--- config.mk ---
export PLATFORM = sky130hd
export DESIGN_NAME = ifl_ctrl
export DESIGN_NICKNAME = d
export VERILOG_FILES = /design/src/rtl/core/ifl_pkg.sv /design/src/rtl/core/ifl_ctrl.sv
export SDC_FILE = /design/constraint.sdc
export NUM_CORES = 1
export LEC_CHECK = 0
export ABC_AREA = 1
export BUFFER_PORTS_ARGS = -buffer_cell sky130_fd_sc_hd__buf_2
export CORE_MARGIN = 2
export CORE_UTILIZATION = 44
export DETAILED_ROUTE_END_ITERATION = 6
export GPL_ROUTABILITY_DRIVEN = 1
export PLACE_DENSITY = 0.74
export REMOVE_ABC_BUFFERS = 1
export SLEW_MARGIN = 20
export SYNTH_ARGS = -nofsm -noshare
export SYNTH_HDL_FRONTEND = slang
export SYNTH_SLANG_ARGS = --single-unit
--- constraint.sdc ---
create_clock -name clock -period 1.5 [get_ports clock]
set_clock_uncertainty 0.2 [all_clocks]
set_input_delay 0.3 -clock clock [delete_from_list [all_inputs] [get_ports clock]]
set_output_delay 0.3 -clock clock [all_outputs]
set_load 0.05 [all_outputs]
--- src/rtl/core/ifl_pkg.sv ---
// ifl_pkg: types, codes and sizes shared by the index free-list allocator.
// Used by ifl_ctrl, ifl_dpath and index_free_list_allocator. No dependencies.
package ifl_pkg;

   localparam int CAPACITY = 1024;
   localparam int IDX_W    = 10;
   localparam int CNT_W    = 11;

   localparam logic [2:0] MODE_ALLOC     = 3'd0;
   localparam logic [2:0] MODE_REMOVE    = 3'd1;
   localparam logic [2:0] MODE_ALLOC_RUN = 3'd2;
   localparam logic [2:0] MODE_REM_RUN   = 3'd3;
   localparam logic [2:0] MODE_CONTAINS  = 3'd4;
   localparam logic [2:0] MODE_CLEAR     = 3'd5;

   localparam logic [1:0] ST_OK   = 2'd0;
   localparam logic [1:0] ST_FULL = 2'd1;
   localparam logic [1:0] ST_BAD  = 2'd2;
   localparam logic [1:0] ST_DUP  = 2'd3;

   typedef struct packed {
      logic [2:0]       mode;
      logic [IDX_W-1:0] index_in;
      logic [CNT_W-1:0] run_length;
   } req_type;

   typedef struct packed {
      logic [IDX_W-1:0] index_out;
      logic [CNT_W-1:0] count_out;
      logic             present;
      logic [1:0]       status;
      logic [CNT_W-1:0] used_count;
      logic [CNT_W-1:0] free_count;
   } rsp_type;

   typedef struct packed {
      logic load;
      logic init;
      logic pop;
      logic scan;
      logic copy;
      logic clr;
      logic mark;
      logic sweep;
      logic post;
      logic emit;
   } cmd_type;

   typedef struct packed {
      logic route_pop;
      logic route_scan;
      logic route_clear;
      logic mode_run;
      logic mode_rrun;
      logic hit;
      logic scan_done;
      logic copy_done;
      logic clr_done;
      logic mark_done;
      logic sweep_done;
      logic out_free;
   } sts_type;

endpackage

--- src/rtl/core/ifl_ctrl.sv ---
// ifl_ctrl: sequencing state machine of the allocator.
// Depends on ifl_pkg (cmd_type, sts_type).
module ifl_ctrl (
   input  logic             clock,
   input  logic             reset,
   input  logic             req_valid,
   output logic             req_stall,
   output ifl_pkg::cmd_type cmd,
   input  ifl_pkg::sts_type sts
);
   import ifl_pkg::*;

   typedef enum logic [9:0] {
      S_IDLE  = 10'b0000000001,
      S_START = 10'b0000000010,
      S_POP   = 10'b0000000100,
      S_SCAN  = 10'b0000001000,
      S_COPY  = 10'b0000010000,
      S_CLEAR = 10'b0000100000,
      S_MARK  = 10'b0001000000,
      S_SWEEP = 10'b0010000000,
      S_POST  = 10'b0100000000,
      S_FIN   = 10'b1000000000
   } state_type;

   state_type state_ff, state_in;

   always_comb begin
      state_in = state_ff;
      cmd      = '0;
      case (state_ff)
         S_IDLE: begin
            if (req_valid) begin
               cmd.load = 1'b1;
               state_in = S_START;
            end
         end
         S_START: begin
            cmd.init = 1'b1;
            if (sts.route_pop) state_in = S_POP;
            else if (sts.route_scan) state_in = S_SCAN;
            else if (sts.route_clear) state_in = S_CLEAR;
            else state_in = S_FIN;
         end
         S_POP: begin
            cmd.pop  = 1'b1;
            state_in = S_FIN;
         end
         S_SCAN: begin
            cmd.scan = 1'b1;
            if (sts.scan_done) begin
               if (sts.mode_run && sts.hit) state_in = S_COPY;
               else if (sts.mode_rrun && !sts.hit) state_in = S_MARK;
               else state_in = S_POST;
            end
         end
         S_COPY: begin
            cmd.copy = 1'b1;
            if (sts.copy_done) state_in = S_POST;
         end
         S_CLEAR: begin
            cmd.clr = 1'b1;
            if (sts.clr_done) state_in = S_SCAN;
         end
         S_MARK: begin
            cmd.mark = 1'b1;
            if (sts.mark_done) state_in = S_SWEEP;
         end
         S_SWEEP: begin
            cmd.sweep = 1'b1;
            if (sts.sweep_done) state_in = S_POST;
         end
         S_POST: begin
            cmd.post = 1'b1;
            state_in = S_FIN;
         end
         S_FIN: begin
            if (sts.out_free) begin
               cmd.emit = 1'b1;
               state_in = S_IDLE;
            end
         end
         default: state_in = S_IDLE;
      endcase
   end

   always_ff @(posedge clock) begin
      if (reset) state_ff <= S_IDLE;
      else state_ff <= state_in;
   end

   assign req_stall = (state_ff != S_IDLE);

endmodule

==> impl_summary.log <==
[metrics] drt first-iter violations: 56
[metrics] max reg flops: 10
[metrics] Cells after Synth: ~140
[metrics] Total Routed Length: 3300 um
[metrics] final-report setup violation count: 21
[metrics] Static Leak: 0.754 nW
[metrics] sum of overflow across all layers after global routing: 0
[metrics] wire length per cell: ~15 um
[metrics] number of flops mapped to enable cells by yosys: 0
[metrics] max-slew violation count: 0
[metrics] unique cell type count in the Yosys netlist: 18
[metrics] length in cells of the worst reg-to-reg path: 10
[metrics] detailed-placement wirelength estimate: approximately 1700 um
[metrics] Placeable Area: 0.00171 mm2
[metrics] final hold violation count: 0
[metrics] all-layer global routing usage: just under 30%
[metrics] fraction of final layout cells with drive strength greater than 1: approximately 60%
[metrics] filler cell count in the final layout: ~100
[metrics] WHS Path Cells: 3
[metrics] number of buffers added by the clock tree synthesis step: 3
[metrics] leading post-synthesis cells by cell area: sky130_fd_sc_hd__dfxtp_1 (25%), sky130_fd_sc_hd__inv_1 (14%), sky130_fd_sc_hd__nand2_1 (12%), sky130_fd_sc_hd__nor2_1 (10%), sky130_fd_sc_hd__nand3_1 (6.3%)
[metrics] antenna violation net count after detailed routing: 0
[metrics] data required time of the worst path: 1.00 ns
[metrics] outcome: finished with violations
[metrics] number of iterations in the first detailed-routing pass: 5
[metrics] worst path setup slack after routing: -0.441 ns
[metrics] failing checks: negative setup slack
[metrics] sequential cell area: between 200 and 250 um2
[metrics] maximum count of clock buffers along a single path: 2
[metrics] largest net degree at the start of global routing: 8
[metrics] final non-filler cell total: approximately 210
[metrics] Worst-Skew Late Latency: 0.30 ns
[metrics] Total Die Area: between 0.002 and 0.0025 mm2
[metrics] number of instances in the placed design: 197
[metrics] count of synthesis-stage warnings from yosys: 0
[metrics] class of the tightest hold or removal check: in -> reg
[metrics] unrepaired setup endpoints after global routing: true
[metrics] std cell rows: 15
[metrics] Final nets: roughly 210
[metrics] worst-case vdd ir drop: 1450 uV
[metrics] Fmax achieved: a little over 0.5 GHz
[metrics] fraction of the cycle the final worst path needs: 129%
[metrics] Netlist Area Pre-Place: between 700 and 800 um2
[metrics] ports placed on the boundary: 26
[metrics] kind of launch point of the worst setup path: register
[metrics] Mapped Avg Cell Area: 5.80 um2
[metrics] CTS H-Tree Depth: 1
[metrics] antenna cells: 0
[metrics] vertical die dimension: ~46 um
[metrics] ys async rst share: 0%
[metrics] GP Congestion: 0.849
[metrics] first-pass GRT wire length: approximately 4400 um
[metrics] TritonCTS clock tree: done
[metrics] element type at the critical path end: output port
[metrics] register containing the most flip-flops in the final layout: state_ff
[metrics] flip-flop and latch count after synthesis: 10
[metrics] top flop regs: state_ff: 10 flops
[metrics] DRC violations left: 0
[metrics] fin crit period: slightly below 2 ns
[metrics] total vias in the final route: 1120
[metrics] category of the critical setup timing path: reg -> out
[metrics] relative max-transition margin: approximately four fifths
[metrics] number of buffers added on ports: 25
[metrics] power per unit of standard cell area: about 1400 mW/mm2
[metrics] total area of multi-input combinational cells: between 600 and 700 um2
[metrics] clock sink count: 10
[metrics] effective utilization at floorplan: roughly 46%
[metrics] area added between synthesis and finish: 78.7%
[metrics] number of antenna violations at the first check in global routing: 0
[metrics] WP data arrival: about 1.4 ns
[metrics] clock transition at the registers of the reported paths: around 0.09 ns
[metrics] chip width: 46.3 um
[metrics] share of the yosys chip area belonging to registers: between 20% and 30%
[metrics] average vias per placed instance: roughly 5.2
[metrics] measured slew at the worst slew-check pin: ~0.27 ns
[metrics] critical path peak fanout: 6
[metrics] portion of synthesized cell area occupied by the leading cell type: between 20% and 30%
[metrics] Tot Pwr: a little over 2 mW
[metrics] via count of the first global-routing pass: about 1000
[metrics] max-cap violation count: 0
[metrics] Clock Tree Root: sky130_fd_sc_hd__clkbuf_4
[metrics] cell accounting for the most synthesized area: sky130_fd_sc_hd__dfxtp_1
[metrics] end-of-flow core utilization: 82.5%
[metrics] Main synth FF type: sky130_fd_sc_hd__dfxtp_1
==> report_power, final <==
part	switching (mW)	total (mW)	internal, mW
combinational	0.854	1.36	0.504
sequential	0.0531	0.371	0.318
clock	0.137	0.286	0.148
==> worst max-delay path, stage by stage, from the launching register on <==
cell,delay [ns]
sky130_fd_sc_hd__dfxtp_2,0.34
sky130_fd_sc_hd__nor2_2,0.15
sky130_fd_sc_hd__nand2_4,0.12
sky130_fd_sc_hd__nor2_4,0.15
sky130_fd_sc_hd__nand2_2,0.10
sky130_fd_sc_hd__nor2_2,0.10
sky130_fd_sc_hd__buf_6,0.16
==> final cells by class <==
class / instances / share of cell area (%)
inverter: 33 / 8.88
multi-input combinational: 94 / 43.9
clock buffer: 4 / 2.58
tap: 25 / 2.22
timing repair buffer: 48 / 27.4
sequential: 10 / 15.1
==> routing by layer <==
layer | vias to the layer above | GRT usage [%] | part of all wire (%)
met1 | 498 | 34.4 | 37
met2 | 78 | 47.2 | 46
met4 | 0 | 18.9 | 6.4
met5 | - | 0 | 0
met3 | 24 | 8.24 | 10
li1 | 520 | - | -
==> synthesized netlist by cell type, types with 2 or more instances <==
cell type / n
sky130_fd_sc_hd__a21oi_1: 4
sky130_fd_sc_hd__dfxtp_1: 10
sky130_fd_sc_hd__inv_1: 30
sky130_fd_sc_hd__inv_2: 2
sky130_fd_sc_hd__nand2_1: 26
sky130_fd_sc_hd__nand2_2: 6
sky130_fd_sc_hd__nand3_1: 10
sky130_fd_sc_hd__nand3_2: 2
sky130_fd_sc_hd__nand3b_1: 3
sky130_fd_sc_hd__nor2_1: 22
sky130_fd_sc_hd__nor2_2: 7
sky130_fd_sc_hd__nor2_4: 3
sky130_fd_sc_hd__nor3_1: 4
sky130_fd_sc_hd__o21ai_0: 3
==> final timing paths <==
| check | endpoint | slack, ns | from |
|---|---|---|---|
| max reg2reg | state_ff[7]$_SDFFE_PP0P_ | -0.36 | state_ff[0]$_SDFFE_PP1P_ |
| min | state_ff[5]$_SDFFE_PP0P_ | 0.07 | sts[9] |
| max | cmd[9] | -0.44 | state_ff[4]$_SDFFE_PP0P_ |
| min reg2reg | state_ff[0]$_SDFFE_PP1P_ | 0.44 | state_ff[0]$_SDFFE_PP1P_ |
==> cells by family (layout without fill, tap and decap cells) <==
family          Yosys count  after routing  share of synthesized area [%]
compound gates            8              8                           5.08
buf+inv                  33             85                           15.7
flops                    10             10                           25.4
simple gates             85             86                           53.8
==> timing repair <==
| action | 4_1_cts | 5_1_grt |
|---|---|---|
| buffers inserted | 6 | 6 |
| pin swaps | 11 | 18 |
| endpoints found under the setup margin | 20 | 20 |
| cloned | 1 | 0 |
| resized for setup | 61 | 21 |
| hold buffers | 0 | 0 |
==> through the flow <==
step	setup slack [ns]	area [um2]	setup TNS (ns)	hold WS, ns
5_1_grt	-0.500	1410	-8.14	0.0845
6_report	-0.441	1410	-7.07	0.0741
2_1_floorplan	-0.778	788	-3.79	0.169
3_5_place_dp	-0.235	1030	-3.16	0.372
3_3_place_gp	-0.198	1030	-2.48	0.369
4_1_cts	-0.352	1300	-5.11	0.0853
==> placed cells by master (no fill, tap or decap), types with 3 or more instances in the layout <==
cell type                  count
sky130_fd_sc_hd__buf_2        14
sky130_fd_sc_hd__nor3_4        3
sky130_fd_sc_hd__inv_2         7
sky130_fd_sc_hd__buf_4        22
sky130_fd_sc_hd__inv_1        25
sky130_fd_sc_hd__nand2_1      18
sky130_fd_sc_hd__buf_6         8
sky130_fd_sc_hd__dfxtp_2      10
sky130_fd_sc_hd__nand3_1       7
sky130_fd_sc_hd__nor2_2        7
sky130_fd_sc_hd__buf_8         4
sky130_fd_sc_hd__a21oi_2       3
sky130_fd_sc_hd__clkbuf_4      3
sky130_fd_sc_hd__nor2_1       15
sky130_fd_sc_hd__nor2_4       11
sky130_fd_sc_hd__nand2_2      11
sky130_fd_sc_hd__nand3b_1      3
sky130_fd_sc_hd__nand3_2       5
sky130_fd_sc_hd__nand2_4       3
No activity file was read; power rests on OpenSTA's default activity.
